### src/rtl/core/bmvc_pkg.sv
`timescale 1ns / 1ps
// ----------------------------------------------------------------------------
// Minimum line cover package
// Shared widths, controller states, command/status bundles and bit helpers.
// ----------------------------------------------------------------------------
package bmvc_pkg;

    localparam int unsigned MAX_N_DEF = 64;
    localparam int unsigned VEC_W     = 64;
    localparam int unsigned IDX_W     = 6;
    localparam int unsigned CNT_W     = 7;

    typedef logic [VEC_W-1:0] vec_t;
    typedef logic [IDX_W-1:0] idx_t;
    typedef logic [CNT_W-1:0] cnt_t;

    typedef enum logic [3:0] {
        ST_IDLE,
        ST_SOLVE_INIT,
        ST_BFS_INIT,
        ST_PICK,
        ST_ROW_DATA,
        ST_COL_STEP,
        ST_PARTNER_DATA,
        ST_AUG_READ,
        ST_AUG_WRITE,
        ST_AUG_PARENT,
        ST_OUT_INIT,
        ST_OUT_RUN
    } state_t;

    typedef struct packed {
        logic load_row;
        logic solve_init;
        logic bfs_init;
        logic pick;
        logic latch_cand;
        logic col_step;
        logic take_partner;
        logic aug_read;
        logic aug_write;
        logic aug_parent;
        logic aug_finish;
        logic out_init;
        logic out_emit;
    } cmd_t;

    typedef struct packed {
        logic grid_full;
        logic pending_any;
        logic cand_any;
        logic col_matched;
        logic row_matched;
        logic out_slot_free;
        logic out_last;
        cnt_t match_cnt;
        vec_t row_has;
    } status_t;

    // Index of the lowest set bit; zero when none is set.
    function automatic idx_t lowest_one(input vec_t v);
        idx_t r;
        r = '0;
        for (int i = VEC_W - 1; i >= 0; i--) begin
            if (v[i]) begin
                r = IDX_W'(i);
            end
        end
        return r;
    endfunction

    // True when at most one bit is set.
    function automatic logic at_most_one(input vec_t v);
        return (v & (v - vec_t'(1))) == '0;
    endfunction

endpackage

### src/rtl/core/bmvc_ctrl.sv
`timescale 1ns / 1ps
// ----------------------------------------------------------------------------
// Minimum line cover controller
// Sequences loading, augmenting search, reach marking and result output.
// ----------------------------------------------------------------------------
module bmvc_ctrl (
    input  logic              aclk,
    input  logic              aresetn,
    input  logic              s_valid,
    output logic              s_ready,
    input  bmvc_pkg::status_t status,
    output bmvc_pkg::cmd_t    cmd
);

    bmvc_pkg::state_t state_reg, state_next;

    always_ff @(posedge aclk) begin
        if (!aresetn) begin
            state_reg <= bmvc_pkg::ST_IDLE;
        end else begin
            state_reg <= state_next;
        end
    end

    always_comb begin
        state_next = state_reg;
        cmd        = '0;
        s_ready    = 1'b0;
        unique case (state_reg)
            bmvc_pkg::ST_IDLE: begin
                s_ready = 1'b1;
                if (s_valid) begin
                    cmd.load_row = 1'b1;
                    if (status.grid_full) begin
                        state_next = bmvc_pkg::ST_SOLVE_INIT;
                    end
                end
            end
            bmvc_pkg::ST_SOLVE_INIT: begin
                cmd.solve_init = 1'b1;
                state_next     = bmvc_pkg::ST_BFS_INIT;
            end
            bmvc_pkg::ST_BFS_INIT: begin
                cmd.bfs_init = 1'b1;
                state_next   = bmvc_pkg::ST_PICK;
            end
            bmvc_pkg::ST_PICK: begin
                if (status.pending_any) begin
                    cmd.pick   = 1'b1;
                    state_next = bmvc_pkg::ST_ROW_DATA;
                end else begin
                    state_next = bmvc_pkg::ST_OUT_INIT;
                end
            end
            bmvc_pkg::ST_ROW_DATA: begin
                cmd.latch_cand = 1'b1;
                state_next     = bmvc_pkg::ST_COL_STEP;
            end
            bmvc_pkg::ST_COL_STEP: begin
                if (status.cand_any) begin
                    cmd.col_step = 1'b1;
                    state_next   = status.col_matched ? bmvc_pkg::ST_PARTNER_DATA
                                                      : bmvc_pkg::ST_AUG_READ;
                end else begin
                    state_next = bmvc_pkg::ST_PICK;
                end
            end
            bmvc_pkg::ST_PARTNER_DATA: begin
                cmd.take_partner = 1'b1;
                state_next       = bmvc_pkg::ST_COL_STEP;
            end
            bmvc_pkg::ST_AUG_READ: begin
                if (status.row_matched) begin
                    cmd.aug_read = 1'b1;
                    state_next   = bmvc_pkg::ST_AUG_WRITE;
                end else begin
                    cmd.aug_finish = 1'b1;
                    state_next     = bmvc_pkg::ST_BFS_INIT;
                end
            end
            bmvc_pkg::ST_AUG_WRITE: begin
                cmd.aug_write = 1'b1;
                state_next    = bmvc_pkg::ST_AUG_PARENT;
            end
            bmvc_pkg::ST_AUG_PARENT: begin
                cmd.aug_parent = 1'b1;
                state_next     = bmvc_pkg::ST_AUG_READ;
            end
            bmvc_pkg::ST_OUT_INIT: begin
                cmd.out_init = 1'b1;
                state_next   = bmvc_pkg::ST_OUT_RUN;
            end
            bmvc_pkg::ST_OUT_RUN: begin
                if (status.out_slot_free) begin
                    cmd.out_emit = 1'b1;
                    if (status.out_last) begin
                        state_next = bmvc_pkg::ST_IDLE;
                    end
                end
            end
            default: begin
                state_next = bmvc_pkg::ST_IDLE;
            end
        endcase
    end

endmodule

### config.mk
export PLATFORM = sky130hd
export DESIGN_NAME = bmvc_ctrl
export DESIGN_NICKNAME = d
export VERILOG_FILES = /design/src/rtl/core/bmvc_pkg.sv /design/src/rtl/core/bmvc_ctrl.sv
export SDC_FILE = /design/constraint.sdc
export NUM_CORES = 1
export LEC_CHECK = 0
export ABC_AREA = 1
export BUFFER_PORTS_ARGS = -buffer_cell sky130_fd_sc_hd__buf_2
export CORE_MARGIN = 1
export CORE_UTILIZATION = 20
export CTS_BUF_LIST = sky130_fd_sc_hd__clkbuf_8
export CTS_CLUSTER_DIAMETER = 80
export DETAILED_ROUTE_END_ITERATION = 16
export PLACE_DENSITY = 0.76
export SLEW_MARGIN = 20
export SYNTH_ARGS = -nofsm -noshare
export SYNTH_HDL_FRONTEND = slang
export SYNTH_SLANG_ARGS = --single-unit
### constraint.sdc
create_clock -name aclk -period 1 [get_ports aclk]
set_input_delay 0.2 -clock aclk [delete_from_list [all_inputs] [get_ports aclk]]
set_output_delay 0.2 -clock aclk [all_outputs]
set_load 0.1 [all_outputs]
==> metrics.txt, run 1 <==
# TYPE chip_impl_metric gauge
chip_impl_metric{name="insertedDiodeCount",unit=""} 0
chip_impl_info{name="clk_root_buffer_cell",value="sky130_fd_sc_hd__clkbuf_8"} 1
chip_impl_metric{name="post_synth_inst_count",unit=""} 71
chip_impl_metric{name="number_of_global_route_vias_before_repair",unit=""} 539
chip_impl_metric{name="fin_ws",unit="ns"} -0.4146
chip_impl_metric{name="preCtsSetupSlack",unit="ns"} -0.2100
chip_impl_metric{name="final_nets",unit=""} 194
chip_impl_metric{name="critPathMaxFanout",unit=""} 4
chip_impl_metric{name="final_core_util",unit="%"} 62.82
chip_impl_metric{name="cts-buffers-inserted",unit=""} 3
chip_impl_metric{name="drv.max_cap_violation_count",unit=""} 0
chip_impl_metric{name="synth.mux.area_fraction",unit="%"} 0
chip_impl_info{name="violations",value="negative setup slack"} 1
chip_impl_metric{name="synth_cell_type_count",unit=""} 18
chip_impl_metric{name="critPathMaxStageDelay",unit="ns"} 0.36
chip_impl_metric{name="grt_use_total",unit="%"} 14.40
chip_impl_metric{name="wp_data_required",unit="ns"} 0.80
chip_impl_metric{name="power.density",unit="nW/um^2"} 1758
chip_impl_metric{name="final.period_utilization",unit="%"} 141.5
chip_impl_metric{name="wirelength",unit="um"} 1383
chip_impl_metric{name="dr_total_vias",unit=""} 578
chip_impl_info{name="crit_chain",value="nor2_4 > nand3_1 > clkinvlp_4 > buf_12"} 1
chip_impl_metric{name="globalplace.congestion",unit=""} 0.8108
chip_impl_metric{name="die_w",unit="um"} 47.02
chip_impl_metric{name="synth-compound-area-share",unit="%"} 9.877
chip_impl_info{name="run_status",value="finished with violations"} 1
chip_impl_metric{name="synthSimpleGateAreaFrac",unit="%"} 54.32
chip_impl_metric{name="final-max-slew-violation-count",unit=""} 0
chip_impl_metric{name="yosys_register_bits",unit=""} 4
chip_impl_metric{name="worst-endpoint-arrival",unit="ns"} 1.21
chip_impl_metric{name="drt_iter0_drc",unit=""} 2
chip_impl_info{name="synth_top_family_by_area",value="simple AND/OR/NAND/NOR gates"} 1
chip_impl_metric{name="finalHoldViolations",unit=""} 0
chip_impl_metric{name="synthXorXnorAreaFrac",unit="%"} 0
chip_impl_metric{name="drt_drc_violations_left",unit=""} 0
chip_impl_metric{name="global_route.overflow_total",unit=""} 0
chip_impl_metric{name="initial_core_util",unit="%"} 22.27
chip_impl_metric{name="ios",unit=""} 95
chip_impl_metric{name="h-tree-depth",unit=""} 1
chip_impl_metric{name="antenna_violations_before_repair",unit=""} 0
chip_impl_metric{name="firstDrtPassIters",unit=""} 4
chip_impl_metric{name="mappedNetlistNets",unit=""} 152
chip_impl_info{name="critPathKind",value="register to primary output"} 1
chip_impl_metric{name="setup_viol_count_final",unit=""} 18
chip_impl_info{name="cts_tree",value="yes"} 1
chip_impl_info{name="critPathSlowestCell",value="sky130_fd_sc_hd__dfxtp_4"} 1
chip_impl_metric{name="portBuffers",unit=""} 23
chip_impl_metric{name="cts.sink_count",unit=""} 4
chip_impl_metric{name="vdd.ir_drop.worst",unit="uV"} 1253
chip_impl_metric{name="clockBufferDepth",unit=""} 2
chip_impl_metric{name="post_synth_fa_ha_maj_area_fraction",unit="%"} 0
chip_impl_metric{name="design.die.area",unit="sq um"} 2211
chip_impl_metric{name="synth.avg_cell_area",unit="sq um"} 5.710
chip_impl_metric{name="place_hpwl",unit="um"} 1087
chip_impl_metric{name="timing.slew.headroom",unit="%"} 85.82
chip_impl_info{name="leading_cell_type_in_the_layout_fill_and_taps_excluded",value="sky130_fd_sc_hd__buf_12"} 1
chip_impl_info{name="startpoint_type",value="register"} 1
chip_impl_metric{name="tightestPinTransition",unit="ns"} 0.2105
chip_impl_metric{name="drive_above_1_share",unit="%"} 79.28
chip_impl_metric{name="drt-wirelength-per-cell",unit="um"} 10.17
chip_impl_metric{name="maxClockFrequency",unit="MHz"} 706.9
chip_impl_info{name="commonest_non_fill_non_tap_cells_in_the_layout",value="sky130_fd_sc_hd__buf_12, sky130_fd_sc_hd__nand2_1, sky130_fd_sc_hd__nor2_4, sky130_fd_sc_hd__buf_2"} 1
chip_impl_metric{name="total_leakage_power",unit="nW"} 0.5021
chip_impl_metric{name="core_area",unit="sq um"} 1821
chip_impl_metric{name="area_growth_syn_to_layout",unit="%"} 182.1
chip_impl_info{name="grt_setup_unrepaired",value="true"} 1
chip_impl_metric{name="chipHeight",unit="um"} 47.02
chip_impl_metric{name="grt_pass1_wl",unit="um"} 2187
chip_impl_metric{name="pin_count_of_the_biggest_net_entering_global_routing",unit=""} 7
chip_impl_metric{name="clkSlewWorstSetupHoldPaths",unit="ns"} 0.04
chip_impl_metric{name="timing.clock.skew",unit="ns"} 0.004890
chip_impl_metric{name="floorplan.rows",unit=""} 15
chip_impl_metric{name="synth.yosys.seq_area_share",unit="%"} 19.75
chip_impl_info{name="end_kind",value="primary output"} 1
chip_impl_metric{name="flip_flop_count_of_the_largest_register_all_copies_and_words_added",unit=""} 4
chip_impl_metric{name="synth_area",unit="sq um"} 405.4
chip_impl_metric{name="finalCriticalPeriod",unit="ns"} 1.415
chip_impl_metric{name="ys.warnings.count",unit=""} 0
chip_impl_metric{name="via_per_inst",unit=""} 4.250
chip_impl_info{name="min_path_type",value="primary input to register"} 1
chip_impl_metric{name="antenna_left",unit=""} 0
chip_impl_metric{name="worstSkewPairLatency",unit="ns"} 0.22
[synth_stat cells (all sizes together)]
master  count  area [sq um]
nand2      19         88.83
a31oi       1         6.260
o21ai       1         5.000
nor3        2         15.01
clkinv      1         5.000
nor2       16         75.08
inv        16         60.06
a21oi       5         28.78
nand3       5         35.03
dfxtp       4         80.08
and3        1         6.260
[timing repair]
item	CTS	global route
endpoints found under the setup margin	18	18
gates resized for setup	12	9
buffers inserted	2	2
hold buffers	0	0
pin swaps	8	8
[layer usage]
layer	up-vias	part of all wire [%]	global-route usage, %
met3	4	4.9	2.692
li1	298	-	-
met2	24	52	22.50
met1	252	39	17.20
met5	-	0	0
met4	0	3.3	11.43
[path summary, 6_finish.rpt]
path / startpoint / end / slack (ns) / depth (start not counted)
min reg2reg: state_reg[2] / state_reg[2] / 0.61 / 2
min: aresetn / state_reg[1] / 0.18 / 3
max reg2reg: state_reg[1] / state_reg[2] / -0.27 / 8
max: state_reg[2] / cmd[10] / -0.41 / 4
[final cells by class]
class | count | area, sq um
multi-input combinational | 50 | 421.7
tap | 25 | 31.28
timing repair buffer | 37 | 470.5
sequential | 4 | 95.09
fill | 157 | 676.9
inverter | 17 | 83.83
clock buffer | 3 | 41.29
[kinds of logic after synthesis]
kind of cell / after synthesis
DFF: 4
and+or+nand+nor: 43
buffers and inverters: 17
AOI/OAI and AO/OA: 7
[worst max-delay path: cells and delay by family, from the launching register on]
kind                   cells  cell delay [ns]
AND/OR/NAND/NOR            2             0.35
flip-flops                 1             0.36
buffers and inverters      2             0.29
[through the flow]
| step | TNS (ns) | area (sq um) | total power [mW] | hold slack, ns | instances |
|---|---|---|---|---|---|
| 2_1_floorplan | -5.700 | 525.5 | 1.106 | 0.2970 | 71 |
| 3_5_place_dp | -2.274 | 957.2 | 1.547 | 0.4125 | 129 |
| 5_1_grt | -6.611 | 1144 | 2.105 | 0.1992 | 136 |
| 3_3_place_gp | -2.025 | 957.2 | 1.519 | 0.4028 | 129 |
| 6_report | -5.874 | 1144 | 2.010 | 0.1813 | 136 |
| 4_1_cts | -5.962 | 1069 | 1.977 | 0.1801 | 134 |
[power by group]
group	internal, mW	switching, mW	leakage [nW]
Combinational	0.513	0.878	0.445
Clock	0.258	0.0992	0.0216
Sequential	0.199	0.0629	0.0356
Total	0.971	1.04	0.502
No activity file was read; power rests on OpenSTA's default activity.
==> inputs of run 2 (changes only) <==
==> constraint.sdc (replaced) <==
create_clock -name aclk -period 1 [get_ports aclk]
set_input_delay 0.25 -clock aclk [delete_from_list [all_inputs] [get_ports aclk]]
set_output_delay 0.25 -clock aclk [all_outputs]
set_load 0.1 [all_outputs]
==> run 2 against run 1 <==
  * The run still ends with negative setup slack left
  * Sequential share of layout area down 0.19 points
  * Global-route usage up 2.9 points
  * Sequential power up 2%
  * Non-clock buffer count up 5
  * Routed wire length up 20%
  * Flip-flop and latch count unchanged
  * Combinational power up 7%
  * First-iteration DRC count rose to 8.5 times the previous value
==> metrics.txt, run 2 (synthesized netlist as in run 1, its figures left out) <==
# TYPE chip_impl_metric gauge
chip_impl_metric{name="global_route.overflow_total",unit=""} 0
chip_impl_metric{name="grt_use_total",unit="%"} 17.31
chip_impl_metric{name="design.die.area",unit="sq um"} 2211
chip_impl_metric{name="clockBufferDepth",unit=""} 2
chip_impl_info{name="leading_cell_type_in_the_layout_fill_and_taps_excluded",value="sky130_fd_sc_hd__buf_4"} 1
chip_impl_metric{name="worst-endpoint-arrival",unit="ns"} 1.22
chip_impl_metric{name="register_area",unit="sq um"} 95.09
chip_impl_metric{name="tightestPinTransition",unit="ns"} 0.3759
chip_impl_metric{name="finalHoldViolations",unit=""} 0
chip_impl_metric{name="fillCellCount",unit=""} 140
chip_impl_metric{name="fin_cells",unit=""} 141
chip_impl_metric{name="hold_buffers",unit=""} 0
chip_impl_metric{name="firstDrtPassIters",unit=""} 4
chip_impl_metric{name="fin_ws",unit="ns"} -0.4732
chip_impl_metric{name="via_per_inst",unit=""} 4.362
chip_impl_metric{name="antenna_left",unit=""} 0
chip_impl_metric{name="final_nets",unit=""} 199
chip_impl_metric{name="grt_pass1_wl",unit="um"} 2580
chip_impl_metric{name="regToRegSetupSlack",unit="ns"} -0.37
chip_impl_metric{name="setup_viol_count_final",unit=""} 18
chip_impl_metric{name="drv.max_cap_violation_count",unit=""} 0
chip_impl_info{name="regToRegStartpoint",value="state_reg[1]"} 1
chip_impl_metric{name="worstHoldPathCells",unit=""} 3
chip_impl_metric{name="post_dp_cell_area",unit="sq um"} 974.7
chip_impl_info{name="end_kind",value="primary output"} 1
chip_impl_metric{name="h-tree-depth",unit=""} 1
chip_impl_info{name="min_path_type",value="primary input to register"} 1
chip_impl_metric{name="insertedDiodeCount",unit=""} 0
chip_impl_metric{name="place_hpwl",unit="um"} 1134
chip_impl_info{name="grt_setup_unrepaired",value="true"} 1
chip_impl_info{name="run_status",value="finished with violations"} 1
chip_impl_metric{name="initial_core_util",unit="%"} 22.27
chip_impl_metric{name="power.density",unit="nW/um^2"} 1804
chip_impl_info{name="clk_root_buffer_cell",value="sky130_fd_sc_hd__clkbuf_8"} 1
chip_impl_metric{name="drt_drc_violations_left",unit=""} 0
chip_impl_metric{name="cts.sink_count",unit=""} 4
chip_impl_metric{name="critPathMaxFanout",unit=""} 5
chip_impl_info{name="worst_min_delay_path_endpoint",value="state_reg[1]"} 1
chip_impl_metric{name="wirelength",unit="um"} 1653
chip_impl_metric{name="worstSkewPairLatency",unit="ns"} 0.23
chip_impl_metric{name="cts-buffers-inserted",unit=""} 3
chip_impl_metric{name="dr_total_vias",unit=""} 615
chip_impl_metric{name="vdd.ir_drop.worst",unit="uV"} 1105
chip_impl_info{name="startpoint_type",value="register"} 1
chip_impl_metric{name="portBuffers",unit=""} 23
chip_impl_metric{name="chipHeight",unit="um"} 47.02
chip_impl_metric{name="timing.slew.headroom",unit="%"} 74.68
chip_impl_metric{name="drive_above_1_share",unit="%"} 81.90
chip_impl_metric{name="fin_area",unit="sq um"} 1170
chip_impl_metric{name="reg2reg_path_depth",unit=""} 10
chip_impl_metric{name="globalplace.congestion",unit=""} 0.7852
chip_impl_metric{name="flip_flop_count_of_the_largest_register_all_copies_and_words_added",unit=""} 4
chip_impl_metric{name="final_core_util",unit="%"} 64.26
chip_impl_metric{name="pin_count_of_the_biggest_net_entering_global_routing",unit=""} 7
chip_impl_metric{name="drt_iter0_drc",unit=""} 17
chip_impl_metric{name="timing.clock.skew",unit="ns"} 0.002453
chip_impl_metric{name="antenna_violations_before_repair",unit=""} 0
chip_impl_metric{name="final-max-slew-violation-count",unit=""} 0
chip_impl_info{name="violations",value="negative setup slack"} 1
chip_impl_info{name="hp-start",value="aresetn"} 1
chip_impl_metric{name="ios",unit=""} 95
chip_impl_metric{name="drt-wirelength-per-cell",unit="um"} 11.72
chip_impl_info{name="critPathKind",value="register to primary output"} 1
chip_impl_metric{name="clkSlewWorstSetupHoldPaths",unit="ns"} 0.03
chip_impl_info{name="cts_tree",value="yes"} 1
chip_impl_metric{name="core_area",unit="sq um"} 1821
chip_impl_metric{name="total_leakage_power",unit="nW"} 0.5244
chip_impl_info{name="commonest_non_fill_non_tap_cells_in_the_layout",value="sky130_fd_sc_hd__buf_4, sky130_fd_sc_hd__buf_12, sky130_fd_sc_hd__nor2_4, sky130_fd_sc_hd__nand2_1, sky130_fd_sc_hd__buf_2"} 1
chip_impl_metric{name="placed_cells",unit=""} 132
chip_impl_metric{name="floorplan.rows",unit=""} 15
chip_impl_metric{name="number_of_global_route_vias_before_repair",unit=""} 579
chip_impl_metric{name="multi_input_logic_area",unit="sq um"} 432.9
chip_impl_metric{name="area_growth_syn_to_layout",unit="%"} 188.6
chip_impl_metric{name="die_w",unit="um"} 47.02
chip_impl_metric{name="maxClockFrequency",unit="MHz"} 678.8
chip_impl_metric{name="finalCriticalPeriod",unit="ns"} 1.473
chip_impl_metric{name="wp_data_required",unit="ns"} 0.75
chip_impl_metric{name="final.period_utilization",unit="%"} 147.3
chip_impl_info{name="critical_path.reg2reg.endpoint",value="state_reg[1]"} 1
chip_impl_metric{name="worst_case_hold_slack",unit="ns"} 0.2322
run 2: changes by cell type in the layout (fill, tap and decap cells not counted), moves of 2 or more:
cell                      change
sky130_fd_sc_hd__buf_12       -2
sky130_fd_sc_hd__buf_4        +7
sky130_fd_sc_hd__nand3_2      +3
sky130_fd_sc_hd__nor2_2       -2
sky130_fd_sc_hd__nor2_4       +2
sky130_fd_sc_hd__nand3_1      -2
run 2: layout make-up:
class / count / share of cell area [%]
Timing Repair Buffer: 42 / 41.28
Multi-Input combinational cell: 50 / 37.01
Sequential cell: 4 / 8.128
Inverter: 17 / 7.380
Clock buffer: 3 / 3.529
Tap cell: 25 / 2.674
run 2: where the power goes:
group          leakage (nW)  internal, mW  switching [mW]  total, mW
Sequential           0.0356         0.200          0.0664      0.266
Clock                0.0216         0.258          0.0981      0.356
Combinational         0.467         0.561           0.928       1.49
Total                 0.524          1.02            1.09       2.11
run 2: routing by layer:
metal / up-vias / part of all wire [%] / track usage, %
li1: 306 / - / -
met1: 280 / 37 / 20.64
met2: 24 / 54 / 29.44
met4: 0 / 2.2 / 10.29
met5: - / 0 / 0
met3: 5 / 5.9 / 2.308
run 2: worst max-delay path, cell delays in order, from the launching register on:
cell and delay, ns:
sky130_fd_sc_hd__dfxtp_4 0.39, sky130_fd_sc_hd__nand2_4 0.09, sky130_fd_sc_hd__buf_6 0.12, sky130_fd_sc_hd__nor3_4 0.20, sky130_fd_sc_hd__buf_12 0.20
run 2: per-stage QoR:
stage | setup WS (ns) | setup TNS (ns) | power [mW]
2_1_floorplan | -0.5672 | -6.045 | 1.107
3_3_place_gp | -0.2634 | -2.908 | 1.557
6_report | -0.4732 | -6.860 | 2.110
4_1_cts | -0.4582 | -6.599 | 2.016
3_5_place_dp | -0.2533 | -3.113 | 1.588
5_1_grt | -0.4999 | -7.541 | 2.187
run 2: timing repair:
| action | CTS | global route |
|---|---|---|
| pin swaps | 8 | 5 |
| cloned | 0 | 0 |
| gates resized for setup | 16 | 11 |
| buffers inserted | 4 | 2 |
| setup endpoints to repair | 18 | 18 |
run 2: worst max-delay path by stage:
stage / from / end / slack (ns) / cells after the start
global placement: state_reg[2] / cmd[9] / -0.26 / 6
global route: state_reg[2] / cmd[9] / -0.50 / 6
finish: state_reg[0] / cmd[0] / -0.47 / 4
floorplan: state_reg[0] / state_reg[1] / -0.57 / 6
detailed placement: state_reg[2] / cmd[9] / -0.25 / 6
CTS: state_reg[3] / cmd[7] / -0.46 / 6
==> inputs of run 3 (changes only) <==
BUFFER_PORTS_ARGS = unset   (was -buffer_cell sky130_fd_sc_hd__buf_2)
CORE_AREA = 2 2 39 41   (was unset)
CORE_MARGIN = unset   (was 1)
CORE_UTILIZATION = unset   (was 20)
DIE_AREA = 0 0 41 43   (was unset)
DONT_BUFFER_PORTS = 1   (was unset)
PLACE_DENSITY = unset   (was 0.76)
==> run 3 against run 2 <==
  * The run still ends with negative setup slack left
  * Sequential share of layout area is 0.097 points higher
  * Non-clock buffer count is 3 lower
  * Count of clock-buffer cells in the layout stayed put
  * Via count is 0.65% lower
  * Die area is 20% lower
  * Final cell count is 8.5% lower
  * Combinational power hardly changed
  * Global-route usage is 5.0 points higher
  * Setup slack better by 0.013 ns
  * Register-to-register slack hardly changed
  * Clock power is 3% lower
  * Critical path type unchanged
  * Largest cell class unchanged
==> metrics.txt, run 3 (synthesized netlist as in run 1, its figures left out) <==
# TYPE chip_impl_metric gauge
chip_impl_info{name="run_status",value="finished with violations"} 1
chip_impl_info{name="violations",value="negative setup slack"} 1
chip_impl_metric{name="total_leakage_power",unit="nW"} 0.5101
chip_impl_metric{name="fin_ws",unit="ns"} -0.4605
chip_impl_metric{name="hold_buffers",unit=""} 0
chip_impl_metric{name="cts.sink_count",unit=""} 4
chip_impl_metric{name="portBuffers",unit=""} 0
chip_impl_metric{name="area_growth_syn_to_layout",unit="%"} 185.2
chip_impl_metric{name="post_dp_cell_area",unit="sq um"} 925.9
chip_impl_info{name="startpoint_type",value="register"} 1
chip_impl_info{name="critPathKind",value="register to primary output"} 1
chip_impl_metric{name="flip_flop_count_of_the_largest_register_all_copies_and_words_added",unit=""} 4
chip_impl_metric{name="setup_viol_count_final",unit=""} 18
chip_impl_metric{name="worst-endpoint-arrival",unit="ns"} 1.21
chip_impl_metric{name="maxClockFrequency",unit="MHz"} 684.7
chip_impl_info{name="regToRegStartpoint",value="state_reg[0]"} 1
chip_impl_metric{name="firstDrtPassIters",unit=""} 3
chip_impl_metric{name="chipHeight",unit="um"} 43
chip_impl_metric{name="pin_count_of_the_biggest_net_entering_global_routing",unit=""} 7
chip_impl_info{name="clk_root_buffer_cell",value="sky130_fd_sc_hd__clkbuf_8"} 1
chip_impl_info{name="grt_setup_unrepaired",value="true"} 1
chip_impl_info{name="end_kind",value="primary output"} 1
chip_impl_metric{name="floorplan.rows",unit=""} 14
chip_impl_metric{name="number_of_global_route_vias_before_repair",unit=""} 585
chip_impl_metric{name="h-tree-depth",unit=""} 1
chip_impl_info{name="leading_cell_type_in_the_layout_fill_and_taps_excluded",value="sky130_fd_sc_hd__buf_4"} 1
chip_impl_metric{name="drt_iter0_drc",unit=""} 2
chip_impl_metric{name="totalNegativeSetupSlack",unit="ns"} -7.074
chip_impl_metric{name="final_nets",unit=""} 196
chip_impl_info{name="cts_tree",value="yes"} 1
chip_impl_info{name="critical_path.reg2reg.endpoint",value="state_reg[0]"} 1
chip_impl_metric{name="design.die.area",unit="sq um"} 1763
chip_impl_metric{name="drive_above_1_share",unit="%"} 81.42
chip_impl_metric{name="grt_pass1_wl",unit="um"} 2628
chip_impl_metric{name="cts-buffers-inserted",unit=""} 3
chip_impl_metric{name="die_w",unit="um"} 41
chip_impl_metric{name="reg2reg_path_depth",unit=""} 10
chip_impl_info{name="critical_path.startpoint",value="state_reg[3]"} 1
chip_impl_metric{name="finalCriticalPeriod",unit="ns"} 1.460
chip_impl_metric{name="grt_use_total",unit="%"} 22.36
chip_impl_metric{name="worst_case_hold_slack",unit="ns"} 0.1311
chip_impl_metric{name="dr_total_vias",unit=""} 611
chip_impl_metric{name="place_hpwl",unit="um"} 1098
chip_impl_metric{name="insertedDiodeCount",unit=""} 0
chip_impl_metric{name="globalplace.congestion",unit=""} 0.8246
chip_impl_metric{name="worstSkewPairLatency",unit="ns"} 0.22
chip_impl_metric{name="drt_drc_violations_left",unit=""} 0
chip_impl_metric{name="ios",unit=""} 95
chip_impl_info{name="worst_setup_path_endpoint",value="cmd[0]"} 1
chip_impl_metric{name="critPathMaxFanout",unit=""} 6
chip_impl_metric{name="drt-wirelength-per-cell",unit="um"} 14.74
chip_impl_metric{name="power.density",unit="nW/um^2"} 1817
chip_impl_metric{name="timing.clock.skew",unit="ns"} 0.0006037
chip_impl_metric{name="fillCellCount",unit=""} 70
chip_impl_metric{name="final_core_util",unit="%"} 83.54
chip_impl_metric{name="core_area",unit="sq um"} 1384
chip_impl_metric{name="final-max-slew-violation-count",unit=""} 0
chip_impl_metric{name="vdd.ir_drop.worst",unit="uV"} 1157
chip_impl_info{name="commonest_non_fill_non_tap_cells_in_the_layout",value="sky130_fd_sc_hd__buf_4, sky130_fd_sc_hd__buf_12, sky130_fd_sc_hd__nor2_4, sky130_fd_sc_hd__nand2_1, sky130_fd_sc_hd__inv_2"} 1
chip_impl_metric{name="regToRegSetupSlack",unit="ns"} -0.38
chip_impl_metric{name="drv.max_cap_violation_count",unit=""} 0
chip_impl_metric{name="antenna_left",unit=""} 0
chip_impl_metric{name="preCtsSetupSlack",unit="ns"} -0.2549
chip_impl_metric{name="final.period_utilization",unit="%"} 146.0
chip_impl_metric{name="clockBufferDepth",unit=""} 2
chip_impl_metric{name="timing.slew.headroom",unit="%"} 86.86
chip_impl_metric{name="wirelength",unit="um"} 1902
chip_impl_metric{name="clkSlewWorstSetupHoldPaths",unit="ns"} 0.03
chip_impl_metric{name="antenna_violations_before_repair",unit=""} 0
chip_impl_metric{name="initial_core_util",unit="%"} 29.29
chip_impl_metric{name="finalHoldViolations",unit=""} 0
chip_impl_metric{name="fin_area",unit="sq um"} 1156
chip_impl_metric{name="wp_data_required",unit="ns"} 0.75
chip_impl_metric{name="tightestPinTransition",unit="ns"} 0.1964
chip_impl_info{name="min_path_type",value="primary input to register"} 1
chip_impl_metric{name="global_route.overflow_total",unit=""} 0
chip_impl_metric{name="via_per_inst",unit=""} 4.736
run 3: cell count changes in the layout (fill, tap and decap cells not counted), sizes merged:
cell	delta
buf	-3
run 3: worst min path at each step:
| stage | slack [ns] | cells after the start | from | end |
|---|---|---|---|---|
| after floorplan | 0.35 | 2 | aresetn | state_reg[1] |
| after global placement | 0.35 | 2 | aresetn | state_reg[1] |
| after detailed placement | 0.35 | 2 | aresetn | state_reg[1] |
| after CTS | 0.12 | 2 | aresetn | state_reg[1] |
| after global routing | 0.13 | 2 | aresetn | state_reg[1] |
| final | 0.13 | 2 | aresetn | state_reg[1] |
run 3: timing repair:
item / 4_1_cts / 5_1_grt
gates resized for setup: 19 / 9
setup buffers: 6 / 5
setup endpoints to repair: 18 / 18
pin swaps: 8 / 16
run 3: cell type report:
cell class | instances | area [sq um] | share of cell area (%)
tap | 16 | 20.02 | 1.732
timing repair buffer | 39 | 490.5 | 42.42
multi-input combinational | 50 | 420.4 | 36.36
inverter | 17 | 88.84 | 7.684
clock buffer | 3 | 41.29 | 3.571
sequential | 4 | 95.09 | 8.225
run 3: where the power goes:
part | internal (mW) | switching (mW) | total, mW
Clock | 0.257 | 0.0875 | 0.344
Sequential | 0.200 | 0.0686 | 0.268
Combinational | 0.562 | 0.926 | 1.49
run 3: worst max-delay path, stage by stage (launching register included):
cell and delay [ns]:
sky130_fd_sc_hd__dfxtp_4 0.37, sky130_fd_sc_hd__buf_6 0.12, sky130_fd_sc_hd__nand2_8 0.08, sky130_fd_sc_hd__nor3_4 0.22, sky130_fd_sc_hd__buf_12 0.20
run 3: metal layers:
layer	up-vias	wire (um)	track usage, %
li1	300	-	-
met2	18	1079	36.88
met1	287	675	25.97
met5	-	0	0
met4	0	61	12.00
met3	6	84	3.141
run 3: per-stage QoR:
stage | power, mW | instances
after floorplan | 1.107 | 71
after global placement | 1.518 | 115
after detailed placement | 1.529 | 115
after CTS | 1.992 | 124
after global routing | 2.179 | 129
final | 2.101 | 129
